## src/hdl/vtc_pkg.sv

```systemverilog
// vtc_pkg: shared types and constants for the validity time codec
// no dependencies; imported by validity_time_codec

package vtc_pkg;

   localparam int TIME_W   = 31;
   localparam int CODE_W   = 8;
   localparam int OUT_T_W  = 32;
   localparam int UNIT_W   = 16;
   // scaled dividend 16*time + unit - 1 needs 36 bits
   localparam int DIV_W    = TIME_W + 5;
   localparam int STEP_W   = $clog2(DIV_W);
   localparam int MANT_W   = 4;
   localparam int EXP_W    = 4;
   // unit times (16 + mantissa)
   localparam int PROD_W   = UNIT_W + MANT_W + 1;

   localparam logic [CODE_W-1:0] CODE_MAX = 8'hff;
   localparam logic [CODE_W-1:0] CODE_MIN = 8'h00;

   localparam logic FUNC_ENCODE = 1'b0;
   localparam logic FUNC_DECODE = 1'b1;

   typedef struct packed {
      logic              func;
      logic [TIME_W-1:0] time_in;
      logic [CODE_W-1:0] code_in;
   } req_type;

   typedef struct packed {
      logic [CODE_W-1:0]  code_out;
      logic [OUT_T_W-1:0] time_out;
   } rsp_type;

endpackage

```

## src/hdl/validity_time_codec.sv

```systemverilog
// validity_time_codec: time <-> one-byte validity time converter
// bit-serial restoring divider for encode, serial shifter for decode; uses vtc_pkg

//  channel  ports                             direction  handshake
//  request  start, busy, req_data             in         start && !busy
//  result   rsp_valid, rsp_data               out        one-cycle strobe
//  csr      csr_valid, csr_ready, csr_data    in         csr_valid && csr_ready
//
// encode: a load step, 36 divider steps (one quotient bit per cycle, MSB first),
//   then a finish step; rsp_valid is registered from it
// decode: a load step, b shifts (b = exponent nibble), then the same finish step
// one item is in flight at a time
// reset is synchronous; it clears the control state and loads time_unit = 16
// the receiver cannot stall; csr_ready is low while busy or while start is high

module validity_time_codec (
   input  logic                       clock,
   input  logic                       reset,
   input  logic                       start,
   output logic                       busy,
   input  vtc_pkg::req_type           req_data,
   output logic                       rsp_valid,
   output vtc_pkg::rsp_type           rsp_data,
   input  logic                       csr_valid,
   output logic                       csr_ready,
   input  logic [vtc_pkg::UNIT_W-1:0] csr_data
);
   import vtc_pkg::*;

   // sequencer states
   localparam logic [1:0] ST_IDLE  = 2'd0;
   localparam logic [1:0] ST_DIV   = 2'd1;
   localparam logic [1:0] ST_SHIFT = 2'd2;
   localparam logic [1:0] ST_FIN   = 2'd3;

   logic [1:0]        state_ff, state_in;
   logic [UNIT_W-1:0] unit_ff, unit_in;
   logic              func_ff, func_in;
   logic              zero_ff, zero_in;      // unit was zero at start
   logic [DIV_W-1:0]  div_ff, div_in;        // dividend shifter, decode accumulator
   logic [UNIT_W-1:0] rem_ff, rem_in;        // partial remainder
   logic [STEP_W-1:0] step_ff, step_in;      // bit index / shift count
   logic              found_ff, found_in;    // leading quotient one seen
   logic [STEP_W-1:0] lead_ff, lead_in;      // leading-one position
   logic [MANT_W-1:0] mant_ff, mant_in;
   logic [2:0]        mcnt_ff, mcnt_in;      // mantissa bits taken
   logic              vld_ff, vld_in;
   rsp_type           rsp_ff, rsp_in;

   logic              accept;
   logic [UNIT_W:0]   rem_sh;                // remainder with next dividend bit
   logic [UNIT_W+1:0] diff;
   logic              qbit;
   logic [PROD_W-1:0] prod;
   logic [DIV_W-1:0]  scaled;
   logic [STEP_W-1:0] exp_full;

   assign accept    = start && !busy;
   assign busy      = (state_ff != ST_IDLE);
   // no unit change under an item in flight or one being offered
   assign csr_ready = !busy && !start;
   assign rsp_valid = vld_ff;
   assign rsp_data  = rsp_ff;

   // one restoring division step
   assign rem_sh = {rem_ff, div_ff[DIV_W-1]};
   assign diff   = {1'b0, rem_sh} - {2'b00, unit_ff};
   assign qbit   = !diff[UNIT_W+1];

   // decode product unit * (16 + mantissa), narrow multiplier
   assign prod   = PROD_W'(unit_ff * {1'b1, req_data.code_in[CODE_W-1:EXP_W]});
   // encode dividend 16*time + unit - 1
   assign scaled = DIV_W'({req_data.time_in, 4'b0000}) + DIV_W'(unit_ff - 1'b1);

   assign exp_full = lead_ff - STEP_W'(MANT_W);

   always_comb begin
      state_in = state_ff;
      unit_in  = unit_ff;
      func_in  = func_ff;
      zero_in  = zero_ff;
      div_in   = div_ff;
      rem_in   = rem_ff;
      step_in  = step_ff;
      found_in = found_ff;
      lead_in  = lead_ff;
      mant_in  = mant_ff;
      mcnt_in  = mcnt_ff;
      vld_in   = 1'b0;
      rsp_in   = rsp_ff;

      // config writes land only while idle
      if (csr_valid && csr_ready) begin
         unit_in = csr_data;
      end

      case (state_ff)
         ST_IDLE: begin
            if (accept) begin
               func_in  = req_data.func;
               zero_in  = (unit_ff == '0);
               rem_in   = '0;
               found_in = 1'b0;
               lead_in  = '0;
               mant_in  = '0;
               mcnt_in  = '0;
               if (req_data.func == FUNC_ENCODE) begin
                  div_in   = scaled;
                  step_in  = STEP_W'(DIV_W - 1);
                  state_in = ST_DIV;
               end else begin
                  div_in   = DIV_W'(prod);
                  step_in  = STEP_W'(req_data.code_in[EXP_W-1:0]);
                  state_in = ST_SHIFT;
               end
            end
         end
         ST_DIV: begin
            // quotient bit for position step_ff
            rem_in = qbit ? diff[UNIT_W-1:0] : rem_sh[UNIT_W-1:0];
            div_in = {div_ff[DIV_W-2:0], 1'b0};
            if (!found_ff) begin
               if (qbit) begin
                  found_in = 1'b1;
                  lead_in  = step_ff;
               end
            end else if (mcnt_ff < 3'(MANT_W)) begin
               mant_in = {mant_ff[MANT_W-2:0], qbit};
               mcnt_in = mcnt_ff + 3'd1;
            end
            if (step_ff == '0) begin
               state_in = ST_FIN;
            end else begin
               step_in = step_ff - 1'b1;
            end
         end
         ST_SHIFT: begin
            if (step_ff == '0) begin
               state_in = ST_FIN;
            end else begin
               div_in  = {div_ff[DIV_W-2:0], 1'b0};
               step_in = step_ff - 1'b1;
            end
         end
         ST_FIN: begin
            vld_in   = 1'b1;
            state_in = ST_IDLE;
            if (func_ff == FUNC_DECODE) begin
               rsp_in.code_out = CODE_MIN;
               rsp_in.time_out = div_ff[DIV_W-1:DIV_W-OUT_T_W];
            end else begin
               rsp_in.time_out = '0;
               if (zero_ff) begin
                  rsp_in.code_out = CODE_MAX;
               end else if (!found_ff || lead_ff < STEP_W'(MANT_W)) begin
                  rsp_in.code_out = CODE_MIN;       // too small
               end else if (exp_full > STEP_W'(15)) begin
                  rsp_in.code_out = CODE_MAX;       // too large
               end else begin
                  rsp_in.code_out = {mant_ff, exp_full[EXP_W-1:0]};
               end
            end
         end
         default: begin
            state_in = ST_IDLE;
         end
      endcase
   end

   always_ff @(posedge clock) begin
      if (reset) begin
         state_ff <= ST_IDLE;
         unit_ff  <= UNIT_W'(16);
         vld_ff   <= 1'b0;
      end else begin
         state_ff <= state_in;
         unit_ff  <= unit_in;
         vld_ff   <= vld_in;
      end
   end

   always_ff @(posedge clock) begin
      func_ff  <= func_in;
      zero_ff  <= zero_in;
      div_ff   <= div_in;
      rem_ff   <= rem_in;
      step_ff  <= step_in;
      found_ff <= found_in;
      lead_ff  <= lead_in;
      mant_ff  <= mant_in;
      mcnt_ff  <= mcnt_in;
      rsp_ff   <= rsp_in;
   end

   // result strobe only fires as the sequencer returns to idle
   a_rsp_idle: assert property (@(posedge clock) disable iff (reset)
      rsp_valid |-> !busy)
      else $error("result strobe while busy");

   // an accepted item always occupies the sequencer next cycle
   a_start_busy: assert property (@(posedge clock) disable iff (reset)
      (start && !busy) |=> busy)
      else $error("accepted item did not start");

   // the unused result field is zero
   a_unused_zero: assert property (@(posedge clock) disable iff (reset)
      rsp_valid |-> (rsp_data.code_out == CODE_MIN || rsp_data.time_out == '0))
      else $error("both result fields nonzero");

   // partial remainder stays below the divisor
   a_rem_bound: assert property (@(posedge clock) disable iff (reset)
      (state_ff == ST_DIV && !zero_ff) |-> (rem_ff < unit_ff))
      else $error("divider remainder out of range");

endmodule

```

## config.mk

```make
export PLATFORM = sky130hd
export DESIGN_NAME = validity_time_codec
export DESIGN_NICKNAME = d
export VERILOG_FILES = /design/src/hdl/vtc_pkg.sv /design/src/hdl/validity_time_codec.sv
export SDC_FILE = /design/constraint.sdc
export NUM_CORES = 1
export LEC_CHECK = 0
export BUFFER_PORTS_ARGS = -buffer_cell sky130_fd_sc_hd__buf_2
export CAP_MARGIN = 20
export CORE_ASPECT_RATIO = 1.25
export CORE_MARGIN = 5
export CORE_UTILIZATION = 60
export CTS_CLUSTER_SIZE = 12
export DETAILED_ROUTE_END_ITERATION = 10
export HOLD_SLACK_MARGIN = 0.15
export PLACE_DENSITY = 0.82
export SLEW_MARGIN = 10
export SYNTH_ARGS = -nofsm -noshare
export SYNTH_HDL_FRONTEND = slang
export SYNTH_SLANG_ARGS = --single-unit
```

## constraint.sdc

```tcl
create_clock -name clock -period 15.96 [get_ports clock]
set_clock_uncertainty 0.1 [all_clocks]
set_input_delay 3.192 -clock clock [delete_from_list [all_inputs] [get_ports clock]]
set_output_delay 3.192 -clock clock [all_outputs]
set_load 0.005 [all_outputs]
```

==> flow_summary.toml, run 1 <==
[clock_tree]
root_buffer = "clkbuf_16"
insertion_delay_ns = 0.43
post_cts_buffers = 0
clk_pin_slew_worst_paths_ns = 0.06
clock_sinks = 133
postCtsHoldBufs = 0
cts_made_buffers = 17
cts.path.max_buffers = 2
cts_resized = 0
htree_levels = 4
cts_tree = "built"

[critical_path]
crit_buf_inv = 4
cpLargestDelayFamily = "adder cells"
max_stage_delay_ns = 0.69
cp.depth = 17
critPathArrivalTime_ns = 7.69
path_max_fanout = 16
start_kind = "input pin"
worstPathRequired_ns = 16.04
reg2reg_depth = 16
cp_cell_sequence = "buf_2 > nand2_1 > fa_1 > inv_1 > fa_1 > inv_1 > fa_1 > inv_1 > ha_1 > a21o_1 > a31oi_1 > o21ai_0 > a2111oi_0 > o31ai_1 > xnor2_1 > mux2i_1 > mux2_2"
slowest_stage = "a2111oi_0"
crit_type = "input pin to register"
worstSetupEndpointType = "register"

[sta]
fmax_ghz = 0.131
maxSlewViolCount = 0
rsz0062_at_grt = "false"
worst_slew_pin_slew_ns = 1.06
period_share_pct = 47.7
hold_violations = 0
setup_tns_ns = 0
slew_headroom_pct = 29.2
setup_violations = 0
period_minus_slack_ns = 7.62

[yosys]
ys.warnings.count = 0
synth_fp_nets = 1371
synthDistinctLibCells = 62
synthCells = 1182
yosys.area.top_type_share_pct = 31.6
synth_top_cell_by_area = "edfxtp_1"
synth.area.top_cells = "edfxtp_1 (32%), ha_1 (9.8%), fa_1 (8.1%)"
synth_top_flop_cell = "edfxtp_1"
syn_area_um2 = 10800
synth_area_per_cell_um2 = 9.15
postSynth.asyncResetShare_pct = 0
synth-edff-count = 114
seq_area_frac_synth_pct = 35.2
ys_seq_elements = 133

[floorplanning]
die_w_um = 130
fp.dieH_um = 160
start_util_pct = 60.5
dieArea_um2 = 20800
coreArea_um2 = 17900
ios = 103
rows = 55

[pwr]
clkPwrFrac_pct = 21.3
p_comb_share_pct = 46.4
p_per_area_nw_per_um2 = 158
p_leak_nw = 5.35
switching_share_pct = 40.2
irDropWorstVdd_v = 0.0000831
p_sw_mw = 0.768
cell_internal_pwr_mw = 1.14
pwr-share-seq_pct = 32.4

[min_path]
hold_class = "register to register"
min_path_cells = 2

[finish]
final_util_pct = 67.7
nNetsFinal = 1448
final_cells = 1500
final_common_cell = "nand2_1"
syn2layout_area_growth_pct = 12.0
final_cell_mix = "nand2_1 (129), inv_1 (125), edfxtp_1 (114)"
fill_cells = 1429
drive_gt1_share_pct = 12.5
diodes = 0

[placed_design]
place.gp.congestion = 0.898
dp_hpwl_um = 19000
io_buffers = 102
numPlacedInstances = 1467

[routing]
via_per_inst = 5.85
wl_met1_um = 10400
met3_wirelength_um = 1590
drt_first_pass_iters = 7
post-route-drc-count = 0
drt_iter0_markers = 676
num_vias = 8771
ant_nets = 0
highest-signal-layer = "met4"
detail_route.wl_per_cell_um = 16.9
wl_um = 25400
route.met2.wl_um = 12600

[run_status]
status = "finished, final reports clean"

[global_routing]
grt_max_degree = 68
gr-usage-all-layers_pct = 24.7
grt_pass1_vias = 8434
grt_first_pass_wirelength_um = 41100
grt.overflow.total = 0
antenna_found_initial = 0

[run]
cap_violations = 0
[synth_stat cells, types with 22 or more instances]
| cell | number |
|---|---|
| edfxtp_1 | 114 |
| ha_1 | 85 |
| nand2_1 | 129 |
| inv_1 | 125 |
| fa_1 | 44 |
| o21ai_0 | 55 |
| a21o_1 | 28 |
| clkbuf_1 | 44 |
| xnor2_1 | 43 |
| xor2_1 | 22 |
| and2_1 | 70 |
| nand3_1 | 29 |
| nor3_1 | 28 |
| nor2_1 | 53 |
| a21oi_1 | 102 |
[final timing paths]
kind,startpoint,endpoint,slack [ns]
worst max-delay path,req_data[7],div_ff[20],8.34
worst min-delay path,unit_ff[6],unit_ff[6],0.42
worst max register to register,unit_ff[2],div_ff[20],10.83
worst min register to register,unit_ff[6],unit_ff[6],0.42
[per-stage QoR]
step                setup slack (ns)  total power [mW]  hold WS (ns)  instance area (um2)
finish                          8.34              1.91         0.424                12100
detailed placement              7.94              1.49         0.413                11500
floorplan                       8.29              1.27         0.383                10800
CTS                             8.35              1.91         0.422                12100
global placement                7.95              1.45         0.416                11500
global route                    8.05              2.06         0.447                12100
[power groups by stage]
stage                     Sequential (mW)  Clock, mW  Combinational, mW
after detailed placement            0.626          0              0.863
final                               0.619      0.407              0.886
after CTS                           0.621      0.409              0.875
after global routing                0.633      0.429              0.998
after floorplan                     0.598          0              0.676
after global placement              0.620          0              0.834
[state kept, by name, indices dropped and copies added (netlist names), 2 cells and up]
| name | flops |
|---|---|
| unit_ff | 16 |
| rsp_data | 40 |
| mant_ff | 4 |
| step_ff | 6 |
| mcnt_ff | 3 |
| div_ff | 36 |
| lead_ff | 6 |
| rem_ff | 16 |
| state_ff | 2 |
[worst register-to-register path: cells and delay by family (launching register included)]
| family | cells | cell delay, ns |
|---|---|---|
| fa+ha+maj | 4 | 1.95 |
| compound gates | 5 | 1.53 |
| flops | 1 | 0.46 |
| mux | 2 | 0.36 |
| buf+inv | 4 | 0.31 |
| xor+xnor | 1 | 0.17 |
[kinds of logic after synthesis]
logic type,share of synthesized area (%)
adder cells (fa/ha/maj),18.0
XOR/XNOR,5.26
flip-flops,35.2
AO/OA/AOI/OAI,17.3
AND/OR/NAND/NOR,17.2
buffers and inverters,6.22
multiplexers,0.948
[metal layers]
metal  vias up  global-route usage (%)
met5         -                       0
met4         0                    8.65
met3        51                    5.02
met2       294                    41.0
met1      4122                    31.9
li1       4304                       -
[layout make-up]
class	instances	area [um2]	share of cell area, %
Timing Repair Buffer	109	583	4.81
Clock inverter	14	175	1.45
Inverter	126	473	3.90
Multi-Input combinational cell	872	6360	52.5
Tap cell	228	285	2.35
Sequential cell	133	3800	31.4
Clock buffer	18	429	3.54
Power figures use the tool's default switching activity.
==> inputs of run 2 (changes only) <==
--- a/config.mk
+++ b/config.mk
@@ -9,11 +9,11 @@
 export CAP_MARGIN = 20
 export CORE_ASPECT_RATIO = 1.25
 export CORE_MARGIN = 5
-export CORE_UTILIZATION = 60
+export CORE_UTILIZATION = 55
 export CTS_CLUSTER_SIZE = 12
 export DETAILED_ROUTE_END_ITERATION = 10
 export HOLD_SLACK_MARGIN = 0.15
-export PLACE_DENSITY = 0.82
+export PLACE_DENSITY = 0.79
 export SLEW_MARGIN = 10
 export SYNTH_ARGS = -nofsm -noshare
 export SYNTH_HDL_FRONTEND = slang
==> constraint.sdc (replaced) <==
create_clock -name clock -period 6.4 [get_ports clock]
set_clock_uncertainty 0.1 [all_clocks]
set_input_delay 1.28 -clock clock [delete_from_list [all_inputs] [get_ports clock]]
set_output_delay 1.28 -clock clock [all_outputs]
set_load 0.005 [all_outputs]
==> run 2 against run 1 <==
Against the previous run:
- sequential power up 150%
- critical path type unchanged
- critical path depth up 1
- total power up 150%
- largest cell class unchanged
- routed wire length down 0.17%
==> flow_summary.toml, run 2 (synthesis gave the netlist of run 1 again) <==
[placed_design]
dp_hpwl_um = 19200
io_buffers = 102
place.gp.congestion = 0.911
pre_cts_slack_ns = 0.418

[pwr]
p_leak_nw = 5.34
cell_internal_pwr_mw = 2.82
clkPwrFrac_pct = 20.6
switching_share_pct = 40.4
p_comb_share_pct = 46.8
pwr-share-seq_pct = 32.6
p_per_area_nw_per_um2 = 389
p_sw_mw = 1.91
irDropWorstVdd_v = 0.000205

[finish]
largest_reg_flops = 40
diodes = 0
nNetsFinal = 1450
syn2layout_area_growth_pct = 12.4
drive_gt1_share_pct = 12.6
final_cell_mix = "nand2_1 (129), inv_1 (125), edfxtp_1 (114)"
final_common_cell = "nand2_1"

[clock_tree]
htree_levels = 4
cts_resized = 0
clock_sinks = 133
clk_pin_slew_worst_paths_ns = 0.06
post_cts_buffers = 0
cts.path.max_buffers = 2
cts_tree = "built"
insertion_delay_ns = 0.43
root_buffer = "clkbuf_16"
postCtsHoldBufs = 0
cts_made_buffers = 17

[routing]
via_per_inst = 5.70
num_vias = 8775
drt_iter0_markers = 656
ant_nets = 0
wl_um = 25400
post-route-drc-count = 0
detail_route.wl_per_cell_um = 16.5
drt_first_pass_iters = 5

[sta]
fin_hold_ws_ns = 0.431
worst_slew_pin_slew_ns = 1.02
finalWorstSetupSlack_ns = 0.702
slew_headroom_pct = 32.3
setup_violations = 0
rsz0062_at_grt = "false"
setup_tns_ns = 0
period_share_pct = 89.0
maxSlewViolCount = 0
period_minus_slack_ns = 5.70
fmax_ghz = 0.175
hold_violations = 0

[global_routing]
gr-usage-all-layers_pct = 22.7
grt.overflow.total = 0
grt_max_degree = 68
antenna_found_initial = 0
grt_first_pass_wirelength_um = 41300
grt_pass1_vias = 8297

[critical_path]
crit_path_start = "req_data[7]"
critPathArrivalTime_ns = 5.77
worstSetupEndpointType = "register"
crit_type = "input pin to register"
rr_endpoint = "div_ff[20]"
worstSetupEndpoint = "div_ff[20]"
start_kind = "input pin"
reg2reg_slack_ns = 1.25
r2r_start = "unit_ff[2]"
reg2reg_depth = 17
worstPathRequired_ns = 6.48
path_max_fanout = 16

[floorplanning]
start_util_pct = 55.8
ios = 103
dieArea_um2 = 22600
rows = 57
die_w_um = 135
fp.dieH_um = 167
coreArea_um2 = 19400

[run_status]
status = "finished, final reports clean"

[min_path]
hold_class = "register to register"

[run]
cap_violations = 0
## run 2: cell types whose count changed in the layout (fill, tap and decap cells not counted)
| cell | delta |
|---|---|
| buf_4 | +2 |
| bufinv_16 | -1 |
| clkinv_1 | +1 |
| clkinv_2 | -1 |
| clkinv_4 | +2 |
| clkinvlp_4 | +1 |
| inv_6 | -3 |
| inv_8 | +1 |
## run 2: per-stage QoR
step	total power [mW]	utilization [%]	cell area, um2	std cells
after floorplan	3.18	-	10800	1182
after global routing	5.10	62.7	12200	1539
final	4.73	62.7	12200	1539
after CTS	4.71	62.5	12100	1537
after detailed placement	3.72	59.5	11500	1505
after global placement	3.64	59.5	11500	1505
## run 2: metal layers
metal	global-route usage, %	vias up	part of all wire, %
met5	0	-	0
met1	29.9	4103	43
li1	-	4307	-
met3	4.07	48	6.1
met4	7.63	0	3.0
met2	37.9	317	48
## run 2: critical path, cell delays in order
cell,delay (ns)
buf_2,0.25
nand2_1,0.12
fa_1,0.51
inv_1,0.05
fa_1,0.53
inv_1,0.05
fa_1,0.53
inv_1,0.04
ha_1,0.34
a21o_1,0.23
a31oi_1,0.22
o21ai_0,0.23
a2111oi_0,0.56
buf_4,0.22
o31ai_1,0.08
xnor2_1,0.16
mux2i_1,0.09
mux2_2,0.29
## run 2: worst min-delay path by stage
stage / start / end / slack [ns] / depth (start not counted)
global route: div_ff[3] / div_ff[4] / 0.46 / 2
floorplan: unit_ff[6] / unit_ff[6] / 0.38 / 2
global placement: div_ff[1] / div_ff[2] / 0.42 / 2
finish: div_ff[1] / div_ff[2] / 0.43 / 2
CTS: div_ff[1] / div_ff[2] / 0.43 / 2
detailed placement: div_ff[1] / div_ff[2] / 0.42 / 2
## run 2: final cells by class
type | count | area [um2]
fillers | 1639 | 7240
well taps | 265 | 332
inverters | 126 | 473
repair buffers | 111 | 598
clock inverters | 14 | 154
clock buffers | 18 | 429
multi-input cells | 872 | 6360
flip-flops and latches | 133 | 3800
## run 2: power by group through the flow
stage | clock network [mW] | logic, mW | registers (mW)
global route | 1.03 | 2.49 | 1.58
CTS | 0.980 | 2.18 | 1.55
detailed placement | 0 | 2.15 | 1.56
floorplan | 0 | 1.69 | 1.49
finish | 0.974 | 2.21 | 1.54
global placement | 0 | 2.09 | 1.55
